[src/rtl/core/p2e_pkg.sv]
package p2e_pkg;

    localparam int CW  = 34;
    localparam int AW  = 34;
    localparam int RW  = 62;
    localparam int NSQ = 31;
    localparam int DW  = 13;

    localparam logic signed [AW-1:0] QUARTER_TURN = 34'sd1073741824;

    localparam logic [31:0] ATAN_TURNS [32] = '{
        32'h20000000, 32'h12E4051E, 32'h09FB385B, 32'h051111D4, 32'h028B0D43, 32'h0145D7E1,
        32'h00A2F61E, 32'h00517C55, 32'h0028BE53, 32'h00145F2F, 32'h000A2F98, 32'h000517CC,
        32'h00028BE6, 32'h000145F3, 32'h0000A2F9, 32'h0000517D, 32'h000028BE, 32'h0000145F,
        32'h00000A30, 32'h00000518, 32'h0000028C, 32'h00000146, 32'h000000A3, 32'h00000051,
        32'h00000029, 32'h00000014, 32'h0000000A, 32'h00000005, 32'h00000003, 32'h00000001,
        32'h00000001, 32'h00000000
    };

    typedef enum logic [2:0] {
        REG_OUT_WIDTH     = 3'd0,
        REG_OUT_HEIGHT    = 3'd1,
        REG_INV_FOCAL     = 3'd2,
        REG_ROT_ROW0      = 3'd3,
        REG_ROT_ROW1      = 3'd4,
        REG_ROT_ROW2      = 3'd5,
        REG_SRC_WIDTH_M1  = 3'd6,
        REG_SRC_HEIGHT_M1 = 3'd7
    } p2e_reg_t;

    typedef struct packed {
        logic [11:0] pix_x;
        logic [11:0] pix_y;
    } p2e_in_t;

    typedef struct packed {
        logic [22:0] src_x;
        logic [22:0] src_y;
    } p2e_out_t;

    typedef struct packed {
        logic signed [CW-1:0] cx;
        logic signed [CW-1:0] cy;
        logic signed [AW-1:0] ang;
        logic                 zero;
    } p2e_lane_t;

    typedef struct packed {
        p2e_lane_t       lon;
        p2e_lane_t       lat;
        logic [RW-1:0]   rem;
        logic [RW-1:0]   root;
    } p2e_work_t;

endpackage

[src/rtl/core/p2e_cordic_cell.sv]
module p2e_cordic_cell
    import p2e_pkg::*;
#(
    parameter int I = 0
)
(
    input  logic      clk,
    input  logic      rst_n,
    input  logic      in_valid,
    output logic      in_ready,
    input  p2e_work_t in_work,
    output logic      out_valid,
    input  logic      out_ready,
    output p2e_work_t out_work
);

    localparam logic signed [AW-1:0] STEP = AW'(ATAN_TURNS[I]);

    logic      vld_reg;
    p2e_work_t work_reg;
    p2e_work_t work_next;

    function automatic p2e_lane_t lane_step(p2e_lane_t l);
        p2e_lane_t r;
        logic signed [CW-1:0] xs;
        logic signed [CW-1:0] ys;
        r  = l;
        xs = l.cx >>> I;
        ys = l.cy >>> I;
        if (!l.cy[CW-1])
        begin
            r.cx  = l.cx + ys;
            r.cy  = l.cy - xs;
            r.ang = l.ang + STEP;
        end
        else
        begin
            r.cx  = l.cx - ys;
            r.cy  = l.cy + xs;
            r.ang = l.ang - STEP;
        end
        return r;
    endfunction

    assign in_ready  = !vld_reg || out_ready;
    assign out_valid = vld_reg;
    assign out_work  = work_reg;

    always_comb
    begin
        work_next     = in_work;
        work_next.lon = lane_step(in_work.lon);
        work_next.lat = lane_step(in_work.lat);
    end

    always_ff @(posedge clk or negedge rst_n)
    begin
        if (!rst_n)
        begin
            vld_reg <= 1'b0;
        end
        else if (in_ready)
        begin
            vld_reg <= in_valid;
        end
    end

    always_ff @(posedge clk)
    begin
        if (in_ready)
        begin
            work_reg <= work_next;
        end
    end

endmodule

[config.mk]
export PLATFORM = sky130hd
export DESIGN_NAME = p2e_cordic_cell
export DESIGN_NICKNAME = d
export VERILOG_FILES = /design/src/rtl/core/p2e_pkg.sv /design/src/rtl/core/p2e_cordic_cell.sv
export SDC_FILE = /design/constraint.sdc
export NUM_CORES = 1
export LEC_CHECK = 0
export ABC_AREA = 1
export BUFFER_PORTS_ARGS = -buffer_cell sky130_fd_sc_hd__buf_2
export CAP_MARGIN = 20
export CORE_AREA = 2 2 257 259
export DETAILED_ROUTE_END_ITERATION = 16
export DIE_AREA = 0 0 259 261
export HOLD_SLACK_MARGIN = 0.06
export PLACE_DENSITY = 0.62
export SLEW_MARGIN = 10
export SYNTH_ARGS = -nofsm -noshare
export SYNTH_HDL_FRONTEND = slang
export SYNTH_SLANG_ARGS = --single-unit
[constraint.sdc]
create_clock -name clk -period 10 [get_ports clk]
set_input_delay 0.5 -clock clk [delete_from_list [all_inputs] [get_ports clk]]
set_output_delay 0.5 -clock clk [all_outputs]
set_load 0.005 [all_outputs]
==> summary.md <==
The run finished with clean final reports. Of all cell types, the one taking the most synthesized area is edfxtp_1. The peak per-stage delay on the critical path is 0.63 ns. The startpoint-to-endpoint class of the critical path is flop to output port. The count of cell types in the netlist is 43, and the placed wire-length estimate is 87.8 mm. For the reg2reg setup slack, the log shows 7.43 ns.

The run gives 0 as the final-report setup violation count. Before antenna repair, the detailed router went through 8 iterations. The number of pins with negative max-slew slack in the final report was 0; the number of cells on the worst reg-to-reg path was 3.

The tree is rooted in a clkbuf_16. Setup total negative slack on the finished layout was measured at 0 ns. After detailed routing, the average wire length per cell comes to 22.4 um. The number of hold-slack violations in the final timing report is 0, and the power density normalized to cell area is 151 nW/um^2. Signed area change from the synthesized netlist to the final layout: 21.9%. TritonCTS built the clock tree.

The width of the die came out at 259 um. Entering global routing, the biggest net connects 138 pins. Of the cells placed in the final design, the portion with a size suffix greater than 1 is 19.8%.

After floorplanning, the core was divided into 94 placement rows. The wire length of the first global-routing pass is 145 mm, and the post-synthesis register bit count is 329. Critical register-to-register path endpoint: out_work[82]. After the first detailed-routing iteration, the DRC count stood at 2548. The peak clock frequency supported by timing came out at 287 MHz. At the pin with the least slew margin, the transition time is 0.986 ns. Traced cell by cell, the critical path runs through nand2_4 -> buf_4 -> buf_4 -> buf_2. During placement, the flow inserted port buffers numbering 665. Number of nets with antenna violations after routing: 0.

For the final database, setup skew stands at 0.0236 ns. In this run the critical register-to-register path is launched from out_valid. In this run, synthesis inferred 328 flip-flops with an integrated enable. In the post-synthesis netlist, the biggest area contributors are edfxtp_1 (41%), nand2_1 (13%), ha_1 (11%), inv_1 (6.5%), nand3_1 (6.0%). The overall fraction of global-route tracks in use was 29.2%; the share of the clock period used by the worst path was 34.8%. Averaged over all synthesized cells, the footprint is 7.71 um^2. The worst-path maximum fanout was 54.

After clock tree synthesis, the clock-pin slew on the worst setup and hold paths is 0.06 ns. After synthesis, flip-flops and latches occupy 40.7% of the total area. Across the run, the number of max-cap violations was 0.

The count of H-tree levels built during CTS was 2; the core area was 65000 um^2. The total DRC errors in the routed layout was 0; the area of the die was 67600 um^2. The final layout contains 4320 nets. For the number of warnings printed during yosys synthesis, the log shows 0. The initial antenna violation count is 30, and the number of clock sinks seen by CTS is 329. The library cell appearing most often on the critical path was buf_4. The synthesized design devotes to its leading area cell type 40.6% of total area.

The path type of the worst min-delay path was input pin to flop. For the via count of the first global-routing pass, the log shows 22.3k. The worst hold path begins at in_work[77].

Cell with the largest stage delay on the worst path: buf_4. The average vias per placed instance was 5.23. For this run the aggregate overflow at the end of global routing stands at 0. The run gives 4460 uW as the total power. The tools report the count of pins on the block boundary as 666. The hold-critical path depth is 1, and the starting utilization of the core area is 37.3%. For this block, the via count after detailed routing is 24.5k. Across the VDD grid, the largest voltage drop is 0.113 mV. The end point of the most critical hold path is out_work[77].

Measured along the y axis, the die boundary spans 261 um. The worst setup path is launched from a flop. For the worst setup path, the data arrival time is 2.98 ns. Synthesis produced a netlist with a net count of 3693. The number of setup buffers added after CTS is 0.

The run gives 105 mm as the post-detailed-routing wire length. Buffers inserted during clock tree synthesis total 40. In this run the cell area of the synthesized design comes to 24200 um^2. For this design the static power due to leakage is 0.0145 uW. No sink is reached through more buffers than the 3 on the longest clock path. Setup repair after global routing left no endpoint under its margin. The worst-case headroom to the max-slew limit is 34.3%, and the post-route minimum period is 3.48 ns. The cell count after synthesis came out at 3145.

The tools report the required time of the critical path as 9.50 ns. Flip-flop cell with the highest count after synthesis: edfxtp_1. The clock reaches the later pin of the worst-skew pair after 0.58 ns. The final weighted congestion of routability-driven global placement is 1.03, and the async set-reset flop share out of synthesis is 0.304%. The endpoint kind of the worst setup timing path was an output port.
final cells by class:
| cell class | count | area [um^2] |
|---|---|---|
| fillers | 6625 | 35500 |
| clock buffers | 54 | 1050 |
| multi-input cells | 2299 | 12300 |
| well taps | 864 | 1080 |
| repair buffers | 676 | 3430 |
| inverters | 426 | 1600 |
| clock inverters | 18 | 170 |
| diodes | 13 | 32.5 |
| flip-flops and latches | 329 | 9870 |
worst max-delay path by stage:
stage	slack, ns	depth (start not counted)	endpoint	startpoint
final	6.52	4	in_ready	out_valid
after global routing	6.39	4	in_ready	out_valid
after CTS	6.52	4	in_ready	out_valid
after global placement	6.97	6	in_ready	out_ready
after detailed placement	6.96	6	in_ready	out_ready
after floorplan	1.71	2	out_work[0]	out_ready
placed cells by master, fill, tap and decap left out, types with 10 or more instances in the layout:
cell	Yosys	final
edfxtp_1	328	328
nand4_1	20	20
o22ai_1	15	15
nor3_1	35	35
nor2_1	287	287
buf_2	49	665
ha_1	206	206
diode_2	0	13
nand2_1	826	825
o21bai_1	28	28
nand3_1	292	292
a21o_1	22	22
inv_2	8	10
inv_1	417	415
clkbuf_16	0	40
clkbuf_1	19	14
o21ai_0	167	167
o21ai_1	23	23
xor2_1	54	54
a21oi_1	246	246
repair_timing:
item,CTS,global route
hold endpoints to repair,1,0
hold buffers,1,0
gates resized for setup,0,0
cell usage after synthesis (all sizes together), types with 12 or more instances:
cell type,n
clkbuf,19
nor3,35
a21oi,247
xor2,54
o21ai,191
buf,72
nor2,289
a21o,22
edfxtp,328
nand3,292
nand2,828
nand4,20
inv,425
o22ai,15
or2,12
ha,206
o21bai,28
flip-flops by register name, summed over array words and instances, names as in the netlist:
name and flops:
out_valid 1, out_work 328
where the power goes:
part,internal [uW],leakage [uW],switching (uW)
Clock,775,0.000590,612
Combinational,419,0.0106,863
Sequential,1710,0.00332,75.1
Total,2910,0.0145,1550
metrics by stage:
step / setup WS [ns] / hold slack, ns / instance area [um^2] / util [%] / instances
finish: 6.52 / 0.0900 / 29500 / 45.4 / 4679
detailed placement: 6.96 / 0.284 / 28300 / 43.5 / 4593
CTS: 6.52 / 0.0610 / 29500 / 45.4 / 4666
floorplan: 1.71 / 0.204 / 24200 / - / 3145
global route: 6.39 / 0.0693 / 29500 / 45.4 / 4675
global placement: 6.97 / 0.282 / 28300 / 43.5 / 4593
per-layer routing:
layer / global-route usage [%] / wire [um]
met5: 0 / 40
met4: 12.8 / 4730
met3: 5.68 / 9430
met1: 38.7 / 43400
met2: 46.5 / 47100
worst max-delay path, delay by kind of cell (launching register included):
family	cells	cell delay, ns
buf+inv	3	1.30
simple gates	1	0.58
flops	1	0.44
logic make-up after synthesis:
family	share of synthesized area [%]
muxes	0.0826
DFF	40.7
xor gates and xnor gates	2.10
buffers and inverters	8.48
and+or+nand+nor	25.3
AOI/OAI and AO/OA	12.0
adders and majority gates	11.3
(Power assumes the default switching activity.)
