==> config.mk <==
export PLATFORM = sky130hd
export DESIGN_NAME = p2e_sqrt_cell
export DESIGN_NICKNAME = d
export VERILOG_FILES = /design/src/rtl/core/p2e_pkg.sv /design/src/rtl/core/p2e_sqrt_cell.sv
export SDC_FILE = /design/constraint.sdc
export NUM_CORES = 1
export LEC_CHECK = 0
export BUFFER_PORTS_ARGS = -buffer_cell sky130_fd_sc_hd__buf_2
export CORE_AREA = 2 2 260 262
export CTS_CLUSTER_DIAMETER = 120
export DETAILED_ROUTE_END_ITERATION = 10
export DIE_AREA = 0 0 262 264
export GPL_TIMING_DRIVEN = 0
export HOLD_SLACK_MARGIN = 0.05
export PLACE_DENSITY = 0.52
export SYNTH_ARGS = -nofsm -noshare
export SYNTH_HDL_FRONTEND = slang
export SYNTH_SLANG_ARGS = --single-unit
==> constraint.sdc <==
create_clock -name clk -period 14 [get_ports clk]
set_clock_uncertainty 0.1 [all_clocks]
set_input_delay 0.7 -clock clk [delete_from_list [all_inputs] [get_ports clk]]
set_output_delay 0.7 -clock clk [all_outputs]
set_load 0.005 [all_outputs]
==> src/rtl/core/p2e_pkg.sv <==
package p2e_pkg;

    localparam int CW  = 34;
    localparam int AW  = 34;
    localparam int RW  = 62;
    localparam int NSQ = 31;
    localparam int DW  = 13;

    localparam logic signed [AW-1:0] QUARTER_TURN = 34'sd1073741824;

    localparam logic [31:0] ATAN_TURNS [32] = '{
        32'h20000000, 32'h12E4051E, 32'h09FB385B, 32'h051111D4, 32'h028B0D43, 32'h0145D7E1,
        32'h00A2F61E, 32'h00517C55, 32'h0028BE53, 32'h00145F2F, 32'h000A2F98, 32'h000517CC,
        32'h00028BE6, 32'h000145F3, 32'h0000A2F9, 32'h0000517D, 32'h000028BE, 32'h0000145F,
        32'h00000A30, 32'h00000518, 32'h0000028C, 32'h00000146, 32'h000000A3, 32'h00000051,
        32'h00000029, 32'h00000014, 32'h0000000A, 32'h00000005, 32'h00000003, 32'h00000001,
        32'h00000001, 32'h00000000
    };

    typedef enum logic [2:0] {
        REG_OUT_WIDTH     = 3'd0,
        REG_OUT_HEIGHT    = 3'd1,
        REG_INV_FOCAL     = 3'd2,
        REG_ROT_ROW0      = 3'd3,
        REG_ROT_ROW1      = 3'd4,
        REG_ROT_ROW2      = 3'd5,
        REG_SRC_WIDTH_M1  = 3'd6,
        REG_SRC_HEIGHT_M1 = 3'd7
    } p2e_reg_t;

    typedef struct packed {
        logic [11:0] pix_x;
        logic [11:0] pix_y;
    } p2e_in_t;

    typedef struct packed {
        logic [22:0] src_x;
        logic [22:0] src_y;
    } p2e_out_t;

    typedef struct packed {
        logic signed [CW-1:0] cx;
        logic signed [CW-1:0] cy;
        logic signed [AW-1:0] ang;
        logic                 zero;
    } p2e_lane_t;

    typedef struct packed {
        p2e_lane_t       lon;
        p2e_lane_t       lat;
        logic [RW-1:0]   rem;
        logic [RW-1:0]   root;
    } p2e_work_t;

endpackage

==> src/rtl/core/p2e_sqrt_cell.sv <==
module p2e_sqrt_cell
    import p2e_pkg::*;
#(
    parameter int K = 0
)
(
    input  logic      clk,
    input  logic      rst_n,
    input  logic      in_valid,
    output logic      in_ready,
    input  p2e_work_t in_work,
    output logic      out_valid,
    input  logic      out_ready,
    output p2e_work_t out_work
);

    localparam logic [RW-1:0] BIT = RW'(1) << (60 - 2 * K);

    logic      vld_reg;
    p2e_work_t work_reg;
    p2e_work_t work_next;
    logic [RW-1:0] trial;

    assign in_ready  = !vld_reg || out_ready;
    assign out_valid = vld_reg;
    assign out_work  = work_reg;

    always_comb
    begin
        work_next = in_work;
        trial     = in_work.root + BIT;
        if (in_work.rem >= trial)
        begin
            work_next.rem  = in_work.rem - trial;
            work_next.root = (in_work.root >> 1) + BIT;
        end
        else
        begin
            work_next.root = in_work.root >> 1;
        end
    end

    always_ff @(posedge clk or negedge rst_n)
    begin
        if (!rst_n)
        begin
            vld_reg <= 1'b0;
        end
        else if (in_ready)
        begin
            vld_reg <= in_valid;
        end
    end

    always_ff @(posedge clk)
    begin
        if (in_ready)
        begin
            work_reg <= work_next;
        end
    end

endmodule

==> impl_metrics.toml, run 1 <==
[logic_synthesis]
yosys_warnings = 0
synth_common_cells = "edfxtp_1, nand2_1, o21ai_0, a21oi_1, inv_1"
synth_edf_count = 330
avgSynthCellArea_um2 = 13.6
synth_xor_area_share_pct = 3.77
post_synth_num_cell_types = 60
synth_simple_gate_area_share_pct = 7.17
synth_nets = 1452
ys_seq_elements = 331
postSynthCellCount = 1055
synth_adder_area_share_pct = 5.53
synth_mux_area_share_pct = 0.391
async_flop_share_pct = 0.302
synth-main-ff-cell = "edfxtp_1"
post-synth-top-count-cell = "edfxtp_1"
synth_top_cell_by_area = "edfxtp_1"
synth_top_area_share_pct = 68.9
seq_area_frac_synth_pct = 69.0
synth_compound_area_share_pct = 11.0
synth_area_um2 = 14400
synth_top_family_by_area = "compound AO/OA/AOI/OAI gates"
synth_area_leaders = "edfxtp_1, ha_1, o21ai_0, nand2_1, a21oi_1"

[setup_path]
path_cells = "buf_2, inv_1, ha_1, nand2b_1, a211o_1, a31oi_1, o31a_1, o21ai_0, o21ai_0, a2111oi_0, nor3_1, a31oi_1, xor2_1, o21ai_0"
reg2reg_depth = 3
critPathMostFrequentCell = "o21ai_0"
worstPathRequired_ps = 14260
reg2reg_from = "out_valid"
end_kind = "flip-flop"
worst-path-buf-inv = 2
rr_endpoint = "out_work[89]"
timing.critical_path.arrival_ps = 5250
crit_fanout = 4
critical_path_class = "primary input to flip-flop"
critical-path-top-delay-family = "compound AO/OA/AOI/OAI gates"
rrSetupSlack_ps = 11820
slowest_delay_ps = 920
start_kind = "primary input"
crit_slowest_cell = "o21ai_0"

[cells_and_area]
layout-drive-gt1-share_pct = 41.7
areaGrowthSynthToFinish_pct = 41.4
multiInputGateArea_um2 = 4010
seq_area_um2 = 9930
fillers = 6897
layout.nets = 2166
fin_cells = 2684

[detailed_routing]
drt_iter0_drc = 829
vias_per_cell = 4.35
drc_errors = 0
final_antenna_net_count = 0
drt_first_pass_iters = 5
routed_wl_mm = 62.7
num_vias = 11700
wl_per_cell_um = 23.4

[power]
ir_drop_uv = 80.9
p_comb_share_pct = 16.8
seqPwrFrac_pct = 44.2
p_sw_mw = 0.740
netSwitchingFraction_pct = 26.7
pwr_density_cell_nw_per_um2 = 136
power.internal_mw = 2.03
p_total_mw = 2.77
clockPowerShare_pct = 39.0
leakage_nw = 8.91

[floorplan]
die_area_um2 = 69200
core_um2 = 66600
fp-row-count = 95
start_util_pct = 21.6
die_w_um = 262
die_h_um = 264
io_pins = 666

[sta]
hold_viol_final = 0
post-route-period-util_pct = 35.6
fin_tns_setup_ps = 0
rsz0062_at_grt = "false"
worst_pin_slew_ps = 1060
relSlewSlack_pct = 28.3
finalMaxSlewViolations = 0
layout_setup_ws_ps = 9020
period_minus_slack_ps = 4980
setup_viol = 0
fmax_ghz = 0.201

[place]
dpl_worst_slack_ps = 8420
io_buffers = 665
place_hpwl_mm = 51.4
place_congestion = 0.933
dp.cells = 2598

[global_route]
grt_first_pass_wirelength_mm = 86.6
antenna_found_initial = 35
first_global_vias = 12100
grt.total_usage_pct = 17.4
overflow = 0
grt_max_degree = 75

[min_path]
min_to = "out_work[215]"
hold_depth = 1
hold_class = "primary input to flip-flop"
hp-start = "in_work[215]"

[clock_network]
clockBufferDepth = 3
clockRootBuffer = "clkbuf_16"
cts_made_buffers = 41
cts.sinks = 331
insertion_delay_ps = 560
h-tree-depth = 2
path_clk_slew_ps = 60
cts_tree = "done"

[flow_run]
max-cap-violations = 0

[run_status]
status = "complete, no violations"
[worst max path at each step]
stage | start | endpoint | depth (start not counted)
finish | in_work[1] | out_work[119] | 14
global route | in_work[2] | out_work[119] | 14
CTS | in_work[2] | out_work[119] | 14
detailed placement | in_work[2] | out_work[119] | 14
global placement | out_ready | in_ready | 3
floorplan | out_ready | out_work[0] | 1
[metrics by stage]
stage / utilization [%] / instance area [um^2] / hold WS [ps]
after floorplan: - / 14400 / 304
after global placement: 28.3 / 18800 / 379
after detailed placement: 28.5 / 19000 / 378
after CTS: 30.5 / 20300 / 167
after global routing: 30.5 / 20300 / 174
final: 30.6 / 20300 / 207
[cells in the final DEF, fill, tap and decap left out, types with 6 or more instances in the layout]
cell type / Yosys / layout
a21o_1: 24 / 24
edfxtp_1: 330 / 330
xor2_1: 35 / 35
diode_2: 0 / 12
nand2b_1: 12 / 11
nor2b_1: 9 / 9
buf_2: 4 / 669
nand2_1: 112 / 112
nor2_1: 26 / 26
a21oi_1: 80 / 80
ha_1: 62 / 62
clkbuf_1: 19 / 32
nand3_1: 9 / 9
inv_1: 80 / 80
a21boi_0: 6 / 6
clkbuf_16: 0 / 42
nand4_1: 15 / 15
and2_1: 7 / 7
buf_4: 6 / 6
o21ai_0: 100 / 100
a31oi_1: 7 / 7
o21bai_1: 8 / 8
nor3_1: 6 / 6
xnor2_1: 27 / 27
[flip-flops by register name, indices dropped and copies added, names as in the netlist]
signal and count:
out_work 330, out_valid 1
[power by group through the flow]
stage	registers (mW)	logic [mW]	clock network, mW
2_1_floorplan	1.28	0.195	0
3_3_place_gp	1.28	0.464	0
3_5_place_dp	1.25	0.473	0
4_1_cts	1.23	0.477	1.12
5_1_grt	1.24	0.515	1.15
6_report	1.23	0.465	1.08
[repair_timing]
| item | in CTS | in global routing |
|---|---|---|
| endpoints found under the hold margin | 1 | 0 |
| setup endpoints to repair | 0 | 0 |
| setup buffers | 0 | 0 |
| hold buffers | 1 | 0 |
| resized for setup | 0 | 0 |
[cell families (layout without fill, tap and decap cells)]
group	after synthesis	after routing
and+or+nand+nor	219	219
other	0	12
xor gates and xnor gates	62	62
buffers and inverters	110	854
AOI/OAI and AO/OA	265	265
adders and majority gates	63	63
muxes	5	5
DFF	331	331
[layout make-up]
cell class	instances	share of cell area, %
well taps	873	5.37
inverters	80	1.48
plain buffers	30	0.726
diodes	12	0.148
clock buffers	55	5.41
multi-input cells	614	19.7
flip-flops and latches	331	48.8
clock inverters	18	1.24
repair buffers	671	17.1
[metal layers]
metal	GRT usage [%]	vias to the layer above	share of wire, %
met5	0	-	0.28
met4	7.47	28	4.8
met3	6.23	129	8.9
met2	30.5	496	49
met1	18.8	5647	37
li1	-	5373	-
No activity file was read; power rests on OpenSTA's default activity.
==> run 2, diff against run 1 <==
- PLACE_DENSITY: 0.52 -> 0.54
- clock period: 14 -> 4.5 ns (I/O delays scaled with it)
==> run 2 against run 1 <==
Effect of this change: final cell count increased by 12%; power increased to 3.3 times the previous value; setup slack lost 8800 ps; die area unchanged; combinational power grew to 3.7 times the previous value; non-clock buffer count is 332 higher; count of clock-buffer cells in the layout down 11; largest cell class unchanged; highest routed layer unchanged.
==> impl_metrics.toml, run 2 (synthesis gave the netlist of run 1 again) <==
[cells_and_area]
layout.cells.most_common_list = "buf_2, dlygate4sd3_1, edfxtp_1, nand2_1, o21ai_0"
layout-drive-gt1-share_pct = 35.7
layout.nets = 2498
layout_commonest_cell = "buf_2"
largest_reg_flops = 330
areaGrowthSynthToFinish_pct = 65.3
postLayoutCellArea_um2 = 23800

[sta]
fmax_ghz = 0.232
finalMaxSlewViolations = 0
rsz0062_at_grt = "false"
fin_tns_setup_ps = 0
setup_viol = 0
layout_setup_ws_ps = 183
hold_viol_final = 0
worst_pin_slew_ps = 796
relSlewSlack_pct = 46.4
post-route-period-util_pct = 95.9
period_minus_slack_ps = 4320

[floorplan]
die_area_um2 = 69200
core_um2 = 66600
io_pins = 666
fp-row-count = 95
start_util_pct = 21.6
die_h_um = 264
die_w_um = 262

[place]
place_congestion = 0.877
dpl_worst_slack_ps = -415
place_hpwl_mm = 53.0
io_buffers = 665
place_area_um2 = 19000

[setup_path]
critical_path_class = "primary input to flip-flop"
worstPathRequired_ps = 4680
reg2reg_depth = 3
crit_fanout = 10
end_kind = "flip-flop"
start_kind = "primary input"
timing.critical_path.arrival_ps = 4500

[global_route]
first_global_vias = 13500
overflow = 0
grt.met3_usage_pct = 5.38
grt_first_pass_wirelength_mm = 92.1
met1_usage_pct = 19.8
antenna_found_initial = 30
grt_busiest_layer = "met2"
grt.total_usage_pct = 18.5
grt_max_degree = 78
use_met2_pct = 33.6

[power]
clockPowerShare_pct = 39.2
ir_drop_uv = 275
p_comb_share_pct = 18.9
seqPwrFrac_pct = 42.0
netSwitchingFraction_pct = 26.7
p_sw_mw = 2.43
leakage_nw = 10.3
pwr_density_cell_nw_per_um2 = 382
power.internal_mw = 6.66

[run_status]
status = "complete, no violations"

[clock_network]
clockRootBuffer = "clkbuf_16"
path_clk_slew_ps = 60
postCtsSetupBuffers = 0
clockBufferDepth = 3
insertion_delay_ps = 550
cts.sinks = 331
cts_tree = "done"
h-tree-depth = 2
cts_made_buffers = 41

[detailed_routing]
routed_wl_mm = 66.9
drt_iter0_drc = 900
vias_per_cell = 4.25
drt_first_pass_iters = 4
num_vias = 12800
drc_errors = 0
wl_per_cell_um = 22.2
final_antenna_net_count = 0

[min_path]
hold_depth = 4
hold_class = "primary input to flip-flop"

[flow_run]
max-cap-violations = 0
run 2: worst paths after layout:
kind,from,end,slack (ps)
max in group asynchronous,rst_n,out_valid,3690
hold / removal,in_work[63],out_work[63],170
min in group asynchronous,rst_n,out_valid,510
setup reg to reg,out_valid,out_work[281],2260
hold reg to reg,out_valid,out_work[175],1070
setup / recovery,in_work[24],out_work[97],180
run 2: repair_timing:
action,CTS,global route
endpoints found under the setup margin,0,14
hold buffers,333,0
hold endpoints to repair,332,0
resized for setup,0,5
run 2: cell type report:
cell class	instances	area (um^2)
Fill cell	6587	42800
Sequential cell	331	9930
Timing Repair Buffer	1003	6800
Multi-Input combinational cell	614	4040
Tap cell	873	1090
Clock buffer	44	1040
Clock inverter	31	398
Inverter	80	300
Buffer	30	148
Antenna cell	13	32.5
run 2: power groups by stage:
stage               clock network, mW  registers, mW  logic [mW]
finish                           3.56           3.81        1.71
CTS                              3.67           3.82        1.73
detailed placement                  0           3.87        1.48
global placement                    0           3.90        1.45
global route                     3.77           3.84        1.87
floorplan                           0           3.93       0.608
run 2: stage by stage:
stage          util (%)  std cells  power, mW  hold WS, ps
4_1_cts            35.6       3006       9.22          141
3_5_place_dp       28.5       2598       5.35        -93.9
3_3_place_gp       28.3       2593       5.35        -94.2
2_1_floorplan         -       1055       4.54         -171
5_1_grt            35.7       3014       9.48          204
6_report           35.7       3019       9.09          175
run 2: worst max-delay path, cell delays in order:
cell,delay (ps)
dlygate4sd3_1,530
buf_2,110
inv_1,40
ha_1,270
clkbuf_1,210
a21o_1,210
a22o_1,240
nor4_2,340
o31ai_4,220
a2111oi_4,370
nor2_1,160
a221o_1,390
a21oi_4,280
buf_4,270
buf_6,210
mux2_1,380
run 2: metal layers:
metal / up-vias / routed length [um]
li1: 6026 / -
met1: 6172 / 24600
met2: 514 / 33800
met3: 113 / 5130
met4: 18 / 3240
met5: - / 104
